--- src/design/iadf_pkg.sv ---
package iadf_pkg;

   localparam int HEADER_BYTES   = 12;
   localparam int PREAMBLE_BYTES = 8;
   localparam int CNT_W = ($clog2(HEADER_BYTES + 1) > $clog2(PREAMBLE_BYTES))
                          ? $clog2(HEADER_BYTES + 1) : $clog2(PREAMBLE_BYTES);

   localparam int BYTE_W  = 8;
   localparam int TAG_W   = 32;
   localparam int SHIFT_W = 64;
   localparam int SIZE_W  = 33;
   localparam int TOTAL_W = 40;
   localparam int STAMP_W = 48;
   localparam int SEC_W   = 32;
   localparam int TICK_W  = 17;
   localparam int PROD_W  = TOTAL_W + TICK_W;
   localparam int DIV_W   = PROD_W;
   localparam int DVR_W   = 18;
   localparam int STEP_W  = $clog2(DIV_W);

   localparam int BPS_W  = 6;
   localparam int CHN_W  = 4;
   localparam int RATE_W = 18;
   localparam int CAP_W  = 17;
   localparam int BC_W   = BPS_W + CHN_W;

   localparam int ADDR_W = 4;
   localparam int DATA_W = 32;

   localparam logic [BPS_W-1:0]  BPS_RESET  = BPS_W'(16);
   localparam logic [CHN_W-1:0]  CHN_RESET  = CHN_W'(1);
   localparam logic [RATE_W-1:0] RATE_RESET = RATE_W'(22050);
   localparam logic [CAP_W-1:0]  CAP_RESET  = CAP_W'(4096);

   localparam logic [TAG_W-1:0]  TAG_AUDI      = 32'h4155_4449;
   localparam logic [TICK_W-1:0] TICKS_PER_SEC = 17'd90000;
   // whole seconds of a saturated stamp
   localparam logic [SEC_W-1:0]  SECONDS_MAX   = SEC_W'(64'hFFFF_FFFF_FFFF / 64'd90000);

   typedef enum logic [1:0] {
      REG_BITS     = 2'd0,
      REG_CHANNELS = 2'd1,
      REG_RATE     = 2'd2,
      REG_CAPACITY = 2'd3
   } reg_index_type;

   typedef enum logic [1:0] {
      PH_HEADER   = 2'd0,
      PH_PREAMBLE = 2'd1,
      PH_SKIP     = 2'd2,
      PH_PAYLOAD  = 2'd3
   } phase_type;

   typedef enum logic [1:0] {
      DIV_FRAMES  = 2'd0,
      DIV_STAMP   = 2'd1,
      DIV_SECONDS = 2'd2
   } div_sel_type;

   typedef enum logic [3:0] {
      ST_STREAM,
      ST_FRAMES_GO,
      ST_FRAMES_WAIT,
      ST_TOTAL,
      ST_PRODUCT,
      ST_STAMP_GO,
      ST_STAMP_WAIT,
      ST_SECONDS_GO,
      ST_SECONDS_WAIT
   } ctrl_state_type;

   typedef struct packed {
      logic [BPS_W-1:0]  bits_per_sample;
      logic [CHN_W-1:0]  channel_count;
      logic [RATE_W-1:0] sample_rate;
      logic [CAP_W-1:0]  buffer_capacity;
   } cfg_type;

   typedef struct packed {
      logic        stream_en;
      logic        div_start;
      div_sel_type div_sel;
      logic        total_load;
      logic        product_load;
      logic        stamp_load;
      logic        seconds_load;
   } ctrl_cmd_type;

   typedef struct packed {
      logic audi_start;
      logic div_busy;
   } ctrl_status_type;

endpackage

--- src/design/iff_audio_chunk_deframer_unit.sv ---
// payload byte transaction: result is registered, visible in the cycle after acceptance
// header, preamble, skipped and payload bytes are taken one per cycle when the output is free
// after the last preamble byte of an audio chunk the input stalls for the chunk arithmetic:
// three 57-step divisions (frames, stamp, seconds) in one shared bit-serial divider
// synchronous active-high reset clears all control state and loads the register defaults
module iff_audio_chunk_deframer_unit (
   input  logic                         clock,
   input  logic                         reset,
   input  logic                         req_valid,
   output logic                         req_ready,
   input  logic [iadf_pkg::BYTE_W-1:0]  req_stream_byte,
   output logic                         rsp_valid,
   input  logic                         rsp_ready,
   output logic [iadf_pkg::BYTE_W-1:0]  rsp_payload_byte,
   output logic [iadf_pkg::STAMP_W-1:0] rsp_stamp,
   output logic [iadf_pkg::SEC_W-1:0]   rsp_stamp_seconds,
   output logic                         rsp_buffer_end,
   output logic                         rsp_chunk_end,
   input  logic                         csr_psel,
   input  logic                         csr_penable,
   input  logic                         csr_pwrite,
   input  logic [iadf_pkg::ADDR_W-1:0]  csr_paddr,
   input  logic [iadf_pkg::DATA_W-1:0]  csr_pwdata,
   output logic [iadf_pkg::DATA_W-1:0]  csr_prdata,
   output logic                         csr_pready
);

   iadf_pkg::cfg_type         cfg;
   iadf_pkg::ctrl_cmd_type    cmd;
   iadf_pkg::ctrl_status_type status;

   iadf_csr u_csr (
      .clock       (clock),
      .reset       (reset),
      .csr_psel    (csr_psel),
      .csr_penable (csr_penable),
      .csr_pwrite  (csr_pwrite),
      .csr_paddr   (csr_paddr),
      .csr_pwdata  (csr_pwdata),
      .csr_prdata  (csr_prdata),
      .csr_pready  (csr_pready),
      .cfg         (cfg)
   );

   iadf_controller u_controller (
      .clock  (clock),
      .reset  (reset),
      .status (status),
      .cmd    (cmd)
   );

   iadf_datapath u_datapath (
      .clock             (clock),
      .reset             (reset),
      .cfg               (cfg),
      .cmd               (cmd),
      .status            (status),
      .req_valid         (req_valid),
      .req_ready         (req_ready),
      .req_stream_byte   (req_stream_byte),
      .rsp_valid         (rsp_valid),
      .rsp_ready         (rsp_ready),
      .rsp_payload_byte  (rsp_payload_byte),
      .rsp_stamp         (rsp_stamp),
      .rsp_stamp_seconds (rsp_stamp_seconds),
      .rsp_buffer_end    (rsp_buffer_end),
      .rsp_chunk_end     (rsp_chunk_end)
   );

endmodule

--- src/design/iadf_csr.sv ---
module iadf_csr (
   input  logic                        clock,
   input  logic                        reset,
   input  logic                        csr_psel,
   input  logic                        csr_penable,
   input  logic                        csr_pwrite,
   input  logic [iadf_pkg::ADDR_W-1:0] csr_paddr,
   input  logic [iadf_pkg::DATA_W-1:0] csr_pwdata,
   output logic [iadf_pkg::DATA_W-1:0] csr_prdata,
   output logic                        csr_pready,
   output iadf_pkg::cfg_type           cfg
);

   iadf_pkg::cfg_type     cfg_ff;
   iadf_pkg::cfg_type     cfg_in;
   iadf_pkg::reg_index_type index;
   logic                  write_en;

   assign index      = iadf_pkg::reg_index_type'(csr_paddr[3:2]);
   assign write_en   = csr_psel && csr_penable && csr_pwrite && csr_pready;
   assign csr_pready = 1'b1;
   assign cfg        = cfg_ff;

   always_comb begin
      cfg_in = cfg_ff;
      if (write_en) begin
         unique case (index)
            iadf_pkg::REG_BITS:
               cfg_in.bits_per_sample = csr_pwdata[iadf_pkg::BPS_W-1:0];
            iadf_pkg::REG_CHANNELS:
               cfg_in.channel_count = csr_pwdata[iadf_pkg::CHN_W-1:0];
            iadf_pkg::REG_RATE:
               cfg_in.sample_rate = csr_pwdata[iadf_pkg::RATE_W-1:0];
            iadf_pkg::REG_CAPACITY:
               cfg_in.buffer_capacity = csr_pwdata[iadf_pkg::CAP_W-1:0];
            default: cfg_in = cfg_ff;
         endcase
      end
   end

   always_comb begin
      unique case (index)
         iadf_pkg::REG_BITS:     csr_prdata = iadf_pkg::DATA_W'(cfg_ff.bits_per_sample);
         iadf_pkg::REG_CHANNELS: csr_prdata = iadf_pkg::DATA_W'(cfg_ff.channel_count);
         iadf_pkg::REG_RATE:     csr_prdata = iadf_pkg::DATA_W'(cfg_ff.sample_rate);
         iadf_pkg::REG_CAPACITY: csr_prdata = iadf_pkg::DATA_W'(cfg_ff.buffer_capacity);
         default:                csr_prdata = '0;
      endcase
   end

   always_ff @(posedge clock) begin
      if (reset) begin
         cfg_ff.bits_per_sample <= iadf_pkg::BPS_RESET;
         cfg_ff.channel_count   <= iadf_pkg::CHN_RESET;
         cfg_ff.sample_rate     <= iadf_pkg::RATE_RESET;
         cfg_ff.buffer_capacity <= iadf_pkg::CAP_RESET;
      end else begin
         cfg_ff <= cfg_in;
      end
   end

endmodule

--- src/design/iadf_divider.sv ---
module iadf_divider (
   input  logic                       clock,
   input  logic                       reset,
   input  logic                       start,
   input  logic [iadf_pkg::DIV_W-1:0] dividend,
   input  logic [iadf_pkg::DVR_W-1:0] divisor,
   output logic                       busy,
   output logic [iadf_pkg::DIV_W-1:0] quotient
);

   logic                        busy_ff, busy_in;
   logic [iadf_pkg::STEP_W-1:0] step_ff, step_in;
   logic [iadf_pkg::DIV_W-1:0]  quo_ff, quo_in;
   logic [iadf_pkg::DVR_W-1:0]  rem_ff, rem_in;
   logic [iadf_pkg::DVR_W-1:0]  dvr_ff, dvr_in;
   logic [iadf_pkg::DVR_W:0]    rem_shift;
   logic [iadf_pkg::DVR_W:0]    rem_diff;
   logic                        fits;

   // restoring division, one quotient bit per cycle, msb first
   assign rem_shift = {rem_ff, quo_ff[iadf_pkg::DIV_W-1]};
   assign rem_diff  = rem_shift - {1'b0, dvr_ff};
   assign fits      = rem_shift >= {1'b0, dvr_ff};

   always_comb begin
      busy_in = busy_ff;
      step_in = step_ff;
      quo_in  = quo_ff;
      rem_in  = rem_ff;
      dvr_in  = dvr_ff;
      if (start) begin
         busy_in = 1'b1;
         step_in = iadf_pkg::STEP_W'(iadf_pkg::DIV_W - 1);
         quo_in  = dividend;
         rem_in  = '0;
         dvr_in  = divisor;
      end else if (busy_ff) begin
         quo_in  = {quo_ff[iadf_pkg::DIV_W-2:0], fits};
         rem_in  = fits ? rem_diff[iadf_pkg::DVR_W-1:0] : rem_shift[iadf_pkg::DVR_W-1:0];
         step_in = step_ff - 1'b1;
         if (step_ff == '0) begin
            busy_in = 1'b0;
         end
      end
   end

   always_ff @(posedge clock) begin
      if (reset) begin
         busy_ff <= 1'b0;
         step_ff <= '0;
      end else begin
         busy_ff <= busy_in;
         step_ff <= step_in;
      end
   end

   always_ff @(posedge clock) begin
      quo_ff <= quo_in;
      rem_ff <= rem_in;
      dvr_ff <= dvr_in;
   end

   assign busy     = busy_ff;
   assign quotient = quo_ff;

endmodule

--- src/design/iadf_controller.sv ---
module iadf_controller (
   input  logic                      clock,
   input  logic                      reset,
   input  iadf_pkg::ctrl_status_type status,
   output iadf_pkg::ctrl_cmd_type    cmd
);

   iadf_pkg::ctrl_state_type state_ff, state_in;

   always_comb begin
      state_in = state_ff;
      unique case (state_ff)
         iadf_pkg::ST_STREAM:
            if (status.audi_start) begin
               state_in = iadf_pkg::ST_FRAMES_GO;
            end
         iadf_pkg::ST_FRAMES_GO:  state_in = iadf_pkg::ST_FRAMES_WAIT;
         iadf_pkg::ST_FRAMES_WAIT:
            if (!status.div_busy) begin
               state_in = iadf_pkg::ST_TOTAL;
            end
         iadf_pkg::ST_TOTAL:      state_in = iadf_pkg::ST_PRODUCT;
         iadf_pkg::ST_PRODUCT:    state_in = iadf_pkg::ST_STAMP_GO;
         iadf_pkg::ST_STAMP_GO:   state_in = iadf_pkg::ST_STAMP_WAIT;
         iadf_pkg::ST_STAMP_WAIT:
            if (!status.div_busy) begin
               state_in = iadf_pkg::ST_SECONDS_GO;
            end
         iadf_pkg::ST_SECONDS_GO: state_in = iadf_pkg::ST_SECONDS_WAIT;
         iadf_pkg::ST_SECONDS_WAIT:
            if (!status.div_busy) begin
               state_in = iadf_pkg::ST_STREAM;
            end
         default:                 state_in = iadf_pkg::ST_STREAM;
      endcase
   end

   always_comb begin
      cmd              = '0;
      cmd.div_sel      = iadf_pkg::DIV_FRAMES;
      unique case (state_ff)
         iadf_pkg::ST_STREAM:       cmd.stream_en = 1'b1;
         iadf_pkg::ST_FRAMES_GO:    cmd.div_start = 1'b1;
         iadf_pkg::ST_FRAMES_WAIT:  cmd.div_sel   = iadf_pkg::DIV_FRAMES;
         iadf_pkg::ST_TOTAL:        cmd.total_load   = 1'b1;
         iadf_pkg::ST_PRODUCT:      cmd.product_load = 1'b1;
         iadf_pkg::ST_STAMP_GO: begin
            cmd.div_start = 1'b1;
            cmd.div_sel   = iadf_pkg::DIV_STAMP;
         end
         iadf_pkg::ST_STAMP_WAIT:   cmd.stamp_load = !status.div_busy;
         iadf_pkg::ST_SECONDS_GO: begin
            cmd.div_start = 1'b1;
            cmd.div_sel   = iadf_pkg::DIV_SECONDS;
         end
         iadf_pkg::ST_SECONDS_WAIT: cmd.seconds_load = !status.div_busy;
         default:                   cmd.stream_en = 1'b0;
      endcase
   end

   always_ff @(posedge clock) begin
      if (reset) begin
         state_ff <= iadf_pkg::ST_STREAM;
      end else begin
         state_ff <= state_in;
      end
   end

endmodule

--- src/design/iadf_datapath.sv ---
module iadf_datapath (
   input  logic                         clock,
   input  logic                         reset,
   input  iadf_pkg::cfg_type            cfg,
   input  iadf_pkg::ctrl_cmd_type       cmd,
   output iadf_pkg::ctrl_status_type    status,
   input  logic                         req_valid,
   output logic                         req_ready,
   input  logic [iadf_pkg::BYTE_W-1:0]  req_stream_byte,
   output logic                         rsp_valid,
   input  logic                         rsp_ready,
   output logic [iadf_pkg::BYTE_W-1:0]  rsp_payload_byte,
   output logic [iadf_pkg::STAMP_W-1:0] rsp_stamp,
   output logic [iadf_pkg::SEC_W-1:0]   rsp_stamp_seconds,
   output logic                         rsp_buffer_end,
   output logic                         rsp_chunk_end
);

   iadf_pkg::phase_type            phase_ff, phase_in;
   logic [iadf_pkg::CNT_W-1:0]     count_ff, count_in;
   logic [iadf_pkg::SHIFT_W-1:0]   preamble_ff, preamble_in;
   logic [iadf_pkg::SIZE_W-1:0]    left_ff, left_in;
   logic [iadf_pkg::CAP_W-1:0]     fill_ff, fill_in;
   logic [iadf_pkg::TOTAL_W-1:0]   total_ff, total_in;
   logic [iadf_pkg::PROD_W-1:0]    product_ff;
   logic [iadf_pkg::STAMP_W-1:0]   stamp_ff, stamp_in;
   logic [iadf_pkg::SEC_W-1:0]     seconds_ff;

   logic                           rsp_valid_ff, rsp_valid_in;
   logic [iadf_pkg::BYTE_W-1:0]    rsp_byte_ff;
   logic [iadf_pkg::STAMP_W-1:0]   rsp_stamp_ff;
   logic [iadf_pkg::SEC_W-1:0]     rsp_seconds_ff;
   logic                           rsp_bend_ff, rsp_cend_ff;

   logic                           accept;
   logic                           out_load;
   logic                           bend, cend;
   logic                           last_preamble;
   logic [iadf_pkg::SHIFT_W-1:0]   shift_next;
   logic [iadf_pkg::TAG_W-1:0]     tag;
   logic [iadf_pkg::SIZE_W-1:0]    size_sum, size;
   logic [iadf_pkg::CAP_W-1:0]     cap, fill_next;
   logic [iadf_pkg::BPS_W-1:0]     bits_eff;
   logic [iadf_pkg::CHN_W-1:0]     chans_eff;
   logic [iadf_pkg::RATE_W-1:0]    rate_eff;
   logic [iadf_pkg::BC_W-1:0]      bits_chans;
   logic [iadf_pkg::DIV_W-1:0]     div_dividend, quotient;
   logic [iadf_pkg::DVR_W-1:0]     div_divisor;
   logic                           div_busy;
   logic [iadf_pkg::TOTAL_W:0]     total_sum;
   logic [iadf_pkg::PROD_W-1:0]    product;

   assign accept    = req_valid && req_ready;
   assign req_ready = cmd.stream_en && (!rsp_valid_ff || rsp_ready);

   assign shift_next = {preamble_ff[iadf_pkg::SHIFT_W-iadf_pkg::BYTE_W-1:0], req_stream_byte};
   assign tag        = shift_next[iadf_pkg::SHIFT_W-1:iadf_pkg::TAG_W];
   // round up to even, all ones rounds to 2^32
   assign size_sum   = {1'b0, shift_next[iadf_pkg::TAG_W-1:0]} + iadf_pkg::SIZE_W'(1);
   assign size       = {size_sum[iadf_pkg::SIZE_W-1:1], 1'b0};
   assign last_preamble = count_ff == iadf_pkg::CNT_W'(iadf_pkg::PREAMBLE_BYTES - 1);

   assign cap       = (cfg.buffer_capacity == '0) ? iadf_pkg::CAP_W'(1) : cfg.buffer_capacity;
   assign fill_next = fill_ff + 1'b1;

   assign status.audi_start = accept && (phase_ff == iadf_pkg::PH_PREAMBLE) && last_preamble
                              && (tag == iadf_pkg::TAG_AUDI);
   assign status.div_busy   = div_busy;

   always_comb begin
      phase_in    = phase_ff;
      count_in    = count_ff;
      preamble_in = preamble_ff;
      left_in     = left_ff;
      fill_in     = fill_ff;
      out_load    = 1'b0;
      cend        = 1'b0;
      bend        = 1'b0;
      if (accept) begin
         unique case (phase_ff)
            iadf_pkg::PH_HEADER: begin
               if (count_ff == iadf_pkg::CNT_W'(iadf_pkg::HEADER_BYTES - 1)) begin
                  phase_in = iadf_pkg::PH_PREAMBLE;
                  count_in = '0;
               end else begin
                  count_in = count_ff + 1'b1;
               end
            end
            iadf_pkg::PH_PREAMBLE: begin
               preamble_in = shift_next;
               if (last_preamble) begin
                  count_in = '0;
                  left_in  = size;
                  if (tag == iadf_pkg::TAG_AUDI) begin
                     fill_in  = '0;
                     phase_in = (size != '0) ? iadf_pkg::PH_PAYLOAD : iadf_pkg::PH_PREAMBLE;
                  end else begin
                     phase_in = (size != '0) ? iadf_pkg::PH_SKIP : iadf_pkg::PH_PREAMBLE;
                  end
               end else begin
                  count_in = count_ff + 1'b1;
               end
            end
            iadf_pkg::PH_SKIP: begin
               left_in = left_ff - 1'b1;
               if (left_ff == iadf_pkg::SIZE_W'(1)) begin
                  phase_in = iadf_pkg::PH_PREAMBLE;
               end
            end
            iadf_pkg::PH_PAYLOAD: begin
               left_in  = left_ff - 1'b1;
               cend     = left_ff == iadf_pkg::SIZE_W'(1);
               bend     = cend || (fill_next >= cap);
               fill_in  = bend ? '0 : fill_next;
               out_load = 1'b1;
               if (cend) begin
                  phase_in = iadf_pkg::PH_PREAMBLE;
               end
            end
            default: phase_in = phase_ff;
         endcase
      end
   end

   // chunk arithmetic, run by the controller after an audio preamble
   assign bits_eff   = (cfg.bits_per_sample == '0) ? iadf_pkg::BPS_W'(1) : cfg.bits_per_sample;
   assign chans_eff  = (cfg.channel_count == '0) ? iadf_pkg::CHN_W'(1) : cfg.channel_count;
   assign rate_eff   = (cfg.sample_rate == '0) ? iadf_pkg::RATE_W'(1) : cfg.sample_rate;
   assign bits_chans = bits_eff * chans_eff;

   always_comb begin
      unique case (cmd.div_sel)
         iadf_pkg::DIV_FRAMES: begin
            div_dividend = iadf_pkg::DIV_W'({left_ff, 3'b000});
            div_divisor  = iadf_pkg::DVR_W'(bits_chans);
         end
         iadf_pkg::DIV_STAMP: begin
            div_dividend = product_ff;
            div_divisor  = rate_eff;
         end
         // stamp / 90000 equals total / rate while the stamp is not saturated
         iadf_pkg::DIV_SECONDS: begin
            div_dividend = iadf_pkg::DIV_W'(total_ff);
            div_divisor  = rate_eff;
         end
         default: begin
            div_dividend = iadf_pkg::DIV_W'({left_ff, 3'b000});
            div_divisor  = iadf_pkg::DVR_W'(bits_chans);
         end
      endcase
   end

   iadf_divider u_divider (
      .clock    (clock),
      .reset    (reset),
      .start    (cmd.div_start),
      .dividend (div_dividend),
      .divisor  (div_divisor),
      .busy     (div_busy),
      .quotient (quotient)
   );

   assign total_sum = {1'b0, total_ff} + {1'b0, quotient[iadf_pkg::TOTAL_W-1:0]};
   assign product   = total_ff * iadf_pkg::TICKS_PER_SEC;

   always_comb begin
      total_in = total_ff;
      stamp_in = stamp_ff;
      if (cmd.total_load) begin
         total_in = total_sum[iadf_pkg::TOTAL_W] ? '1 : total_sum[iadf_pkg::TOTAL_W-1:0];
      end
      if (cmd.stamp_load) begin
         stamp_in = (quotient[iadf_pkg::DIV_W-1:iadf_pkg::STAMP_W] != '0) ? '1
                    : quotient[iadf_pkg::STAMP_W-1:0];
      end
   end

   always_comb begin
      rsp_valid_in = rsp_valid_ff;
      if (out_load) begin
         rsp_valid_in = 1'b1;
      end else if (rsp_ready) begin
         rsp_valid_in = 1'b0;
      end
   end

   always_ff @(posedge clock) begin
      if (reset) begin
         phase_ff     <= (iadf_pkg::HEADER_BYTES == 0) ? iadf_pkg::PH_PREAMBLE
                                                       : iadf_pkg::PH_HEADER;
         count_ff     <= '0;
         left_ff      <= '0;
         fill_ff      <= '0;
         total_ff     <= '0;
         stamp_ff     <= '0;
         seconds_ff   <= '0;
         rsp_valid_ff <= 1'b0;
      end else begin
         phase_ff     <= phase_in;
         count_ff     <= count_in;
         left_ff      <= left_in;
         fill_ff      <= fill_in;
         total_ff     <= total_in;
         stamp_ff     <= stamp_in;
         rsp_valid_ff <= rsp_valid_in;
         if (cmd.seconds_load) begin
            seconds_ff <= (stamp_ff == '1) ? iadf_pkg::SECONDS_MAX
                                           : quotient[iadf_pkg::SEC_W-1:0];
         end
      end
   end

   always_ff @(posedge clock) begin
      preamble_ff <= preamble_in;
      if (cmd.product_load) begin
         product_ff <= product;
      end
      if (out_load) begin
         rsp_byte_ff    <= req_stream_byte;
         rsp_stamp_ff   <= stamp_ff;
         rsp_seconds_ff <= seconds_ff;
         rsp_bend_ff    <= bend;
         rsp_cend_ff    <= cend;
      end
   end

   assign rsp_valid         = rsp_valid_ff;
   assign rsp_payload_byte  = rsp_byte_ff;
   assign rsp_stamp         = rsp_stamp_ff;
   assign rsp_stamp_seconds = rsp_seconds_ff;
   assign rsp_buffer_end    = rsp_bend_ff;
   assign rsp_chunk_end     = rsp_cend_ff;

`ifndef SYNTHESIS
   // no byte may slip in while the divider is busy with the chunk arithmetic
   a_no_accept_while_dividing: assert property (@(posedge clock) disable iff (reset)
      accept |-> !div_busy)
      else $error("byte accepted while divider busy");

   // skip and payload phases always have bytes outstanding
   a_left_nonzero: assert property (@(posedge clock) disable iff (reset)
      (phase_ff == iadf_pkg::PH_SKIP || phase_ff == iadf_pkg::PH_PAYLOAD) |-> left_ff != '0)
      else $error("skip or payload phase with no bytes left");

   // a result only appears after an accepted payload byte
   a_result_from_payload: assert property (@(posedge clock) disable iff (reset)
      $rose(rsp_valid_ff) |-> $past(accept && phase_ff == iadf_pkg::PH_PAYLOAD))
      else $error("result without a payload byte");

   // the last byte of a chunk always closes the buffer
   a_chunk_end_closes_buffer: assert property (@(posedge clock) disable iff (reset)
      (rsp_valid_ff && rsp_cend_ff) |-> rsp_bend_ff)
      else $error("chunk end without buffer end");
`endif

endmodule
--- config.mk ---
export PLATFORM = sky130hd
export DESIGN_NAME = iff_audio_chunk_deframer_unit
export DESIGN_NICKNAME = d
export VERILOG_FILES = /design/src/design/iadf_pkg.sv /design/src/design/iff_audio_chunk_deframer_unit.sv /design/src/design/iadf_csr.sv /design/src/design/iadf_divider.sv /design/src/design/iadf_controller.sv /design/src/design/iadf_datapath.sv
export SDC_FILE = /design/constraint.sdc
export NUM_CORES = 2
export LEC_CHECK = 0
export ABC_AREA = 1
export BUFFER_PORTS_ARGS = -buffer_cell sky130_fd_sc_hd__clkbuf_2
export CAP_MARGIN = 20
export CORE_MARGIN = 5
export CORE_UTILIZATION = 67
export CTS_CLUSTER_DIAMETER = 80
export DETAILED_ROUTE_END_ITERATION = 10
export HOLD_SLACK_MARGIN = 0.1
export PLACE_DENSITY_LB_ADDON = 0.08
export SYNTH_ARGS = -nofsm -noshare
export SYNTH_HDL_FRONTEND = slang
export SYNTH_SLANG_ARGS = --single-unit
--- constraint.sdc ---
create_clock -name clock -period 7.75 [get_ports clock]
set_input_delay 1.1625 -clock clock [delete_from_list [all_inputs] [get_ports clock]]
set_output_delay 1.1625 -clock clock [all_outputs]
set_load 0.05 [all_outputs]
==> summary.txt <==
Run status -> finished, final reports clean
Slew @ Worst Pin -> 1.11 ns
Die area -> 0.0629 mm2
Vias in the first global route -> 31,486
Relative slew slack -> 0.261
DR iter-0 viols -> 2,440
Total CTS buffers -> 53
Family with the most delay on the worst path -> adder cells
WP data required -> 8.09 ns
Synth cell types -> 64
GRT Total Usage -> 0.332
Final setup viols -> 0
DR vias/cell -> 5.76
Area growth, synth to finish -> 7.89%
Hold WC Path Type -> reg -> reg
Worst setup EP type -> flip-flop
Share of layout cells above drive strength 1 -> 0.0672
Sequential fraction of the synthesis area -> 0.341
Cell Area, Synth -> 0.0388 mm2
Post-CTS setup buffer count -> 0
Final HPWL DP -> 80,600 um
CP cell instances -> fa_1 > inv_1 > fa_1 > fa_1 > inv_1 > fa_1 > fa_1 > ha_1 > a21oi_1 > o21ai_0 > a21oi_1 > o21ai_0 > a21oi_1 > o21bai_1 > xor2_1
Hold_buf cts -> 0
GRT overflow -> 0
Post-Route Setup TNS -> 0 ns
Dominant cell type by area after synthesis -> edfxtp_1
Most used cell, CP -> fa_1
Final nets -> 5,368
Starting density of the core -> 0.675
FF+latch count, synth -> 525
FMAX -> 170 MHz
Critical Path Start Type -> flip-flop
Via Count -> 32,016
Yosys warns -> 0
Per-cell routed wire length -> 18.8 um
Initial antenna violation count -> 1
Final Util -> 0.728
Post-cts sizing count -> 0
Post-synth EDFFs -> 274
Maximum vdd ir drop -> 0.271 mV
Core area -> 0.0576 mm2
Antenna Diode Count -> 0
Largest net degree at the start of global routing -> 115
CTS Sinks -> 525
Tmin final -> 5.87 ns
CTS tree -> built
Pwr/cell area -> 162 mW/mm2
Final slew viol count -> 0
Worst Setup SP -> u_datapath.total_ff[7]
Final hold vios -> 0
Static Leakage -> 19.9 nW
FP Rows -> 88
Clk slew on worst S/H paths -> 0.06 ns
Hold_sp -> u_datapath.seconds_ff[11]
Final Skew -> 0.0240 ns
Yosys top cell area share -> 0.212
DRC -> 0
Crit path DAT -> 6.21 ns
Chip width -> 251 um
CP max-delay cell -> dfxtp_1
Global-route wire length before repair -> 168,000 um
Clock buffer depth -> 3
Placer Congestion -> 0.998
Die Span Y -> 251 um
Area contributors post-synth -> edfxtp_1 (21%), fa_1 (14%), dfxtp_1 (13%)
Worst r2r src -> u_datapath.total_ff[7]
Drt total wl -> 105,000 um
I/O Buffers -> 144
Max FO, Critical Path -> 11
Asr flop ratio synth -> 0
Critical path type -> reg -> reg
Ys flop type -> edfxtp_1
Max-cap violations -> 0
RSZ-0062 raised after global routing -> false
Worst skew pair latency -> 0.62 ns
Io pins -> 176
H-tree depth -> 2
Root buf cell -> clkbuf_16
Drt pass-1 iters -> 8
Worst Path Buf+Inv -> 2
Gate Count Post-Synth -> 4,652
Final Cycle Share -> 0.758
Average footprint of a synthesized cell -> 8.35 um2
Antenna violation net count after detailed routing -> 0
CP peak stage delay -> 0.75 ns
## final cells by class
| class | count | area, um2 |
|---|---|---|
| clock inverter | 34 | 330 |
| sequential | 525 | 13300 |
| inverter | 978 | 3680 |
| fill | 4539 | 15700 |
| tap | 765 | 957 |
| timing repair buffer | 164 | 871 |
| multi-input combinational | 3029 | 21400 |
| clock buffer | 65 | 1450 |
## worst reg2reg max path, stage by stage, from the launching register on
cell	delay (ns)
dfxtp_1	0.75
fa_1	0.53
inv_1	0.08
fa_1	0.43
fa_1	0.49
inv_1	0.06
fa_1	0.50
fa_1	0.49
ha_1	0.36
a21oi_1	0.30
o21ai_0	0.24
a21oi_1	0.44
o21ai_0	0.23
a21oi_1	0.33
o21bai_1	0.20
xor2_1	0.18
## layout by cell type, fill, tap and decap left out, drive strengths merged, types with 68 or more instances in the layout
cell type and count:
nand2 725, o21ai 405, nor2 371, dfxtp 251, fa 271, edfxtp 274
ha 295, clkbuf 208, a21oi 306, a31oi 91, nand3 148, inv 979
xor2 68
## per-stage QoR
stage / setup WS (ns) / power [mW] / hold WS, ns / cell area [um2] / instances
after floorplan: 2.95 / 3.93 / 0.403 / 38900 / 4665
after global placement: 1.88 / 4.18 / 0.406 / 40100 / 5461
after detailed placement: 1.88 / 4.19 / 0.410 / 40100 / 5461
after CTS: 1.88 / 6.79 / 0.425 / 41900 / 5560
after global routing: 1.61 / 7.06 / 0.431 / 41900 / 5560
final: 1.88 / 6.79 / 0.425 / 41900 / 5560
## where the power goes
part	switching [mW]	total, mW	internal [mW]
logic	0.709	1.04	0.331
registers	0.0871	3.12	3.03
clock network	1.15	2.63	1.48
## logic make-up after synthesis
| kind of cell | after synthesis | share of synthesized area |
|---|---|---|
| AO/OA/AOI/OAI | 936 | 0.133 |
| XOR/XNOR | 114 | 0.0259 |
| adder cells (fa/ha/maj) | 566 | 0.235 |
| buffers and inverters | 1111 | 0.111 |
| flip-flops | 525 | 0.341 |
| other | 2 | 0.000193 |
| AND/OR/NAND/NOR | 1398 | 0.154 |
## layer usage
metal | global-route usage | vias to the layer above | share of wire
li1 | - | 15287 | -
met1 | 0.458 | 15282 | 0.42
met2 | 0.550 | 1221 | 0.47
met3 | 0.0487 | 224 | 0.078
met4 | 0.104 | 2 | 0.034
met5 | 0 | - | 0.00012
## synth_stat cells (all sizes together), types with 6 or more instances
| library cell | n |
|---|---|
| a21o | 16 |
| dfxtp | 251 |
| nor3 | 49 |
| xor2 | 68 |
| edfxtp | 274 |
| a31oi | 91 |
| o22ai | 26 |
| nand4 | 49 |
| o21ai | 405 |
| nor4 | 21 |
| a221oi | 10 |
| o211ai | 38 |
| buf | 45 |
| inv | 975 |
| o21bai | 15 |
| nor2 | 371 |
| clkbuf | 88 |
| or2 | 6 |
| a21boi | 7 |
| nand2 | 725 |
| nand3b | 17 |
| a21oi | 306 |
| nand3 | 148 |
| xnor2 | 46 |
| fa | 271 |
| o21a | 7 |
| ha | 295 |
## registers in the layout, indices dropped and copies added (netlist names)
signal                         count
u_controller.state_ff              4
u_csr.cfg                         45
u_datapath.count_ff                4
u_datapath.fill_ff                17
u_datapath.left_ff                33
u_datapath.phase_ff                2
u_datapath.preamble_ff            56
u_datapath.product_ff             53
u_datapath.rsp_buffer_end          1
u_datapath.rsp_chunk_end           1
u_datapath.rsp_payload_byte        8
u_datapath.rsp_stamp              48
u_datapath.rsp_stamp_seconds      32
u_datapath.rsp_valid               1
u_datapath.seconds_ff             32
u_datapath.stamp_ff               48
u_datapath.total_ff               40
u_datapath.u_divider.busy          1
u_datapath.u_divider.dvr_ff       18
u_datapath.u_divider.quotient     57
u_datapath.u_divider.rem_ff       18
u_datapath.u_divider.step_ff       6
## final timing paths
check,end,slack (ns),cells past startpoint
worst max-delay path,u_datapath.product_ff[42],1.88,15
worst min-delay path,u_datapath.rsp_stamp_seconds[11],0.43,0
worst max register to register,u_datapath.product_ff[42],1.88,15
worst min register to register,u_datapath.rsp_stamp_seconds[11],0.43,0
(Power assumes the default switching activity.)
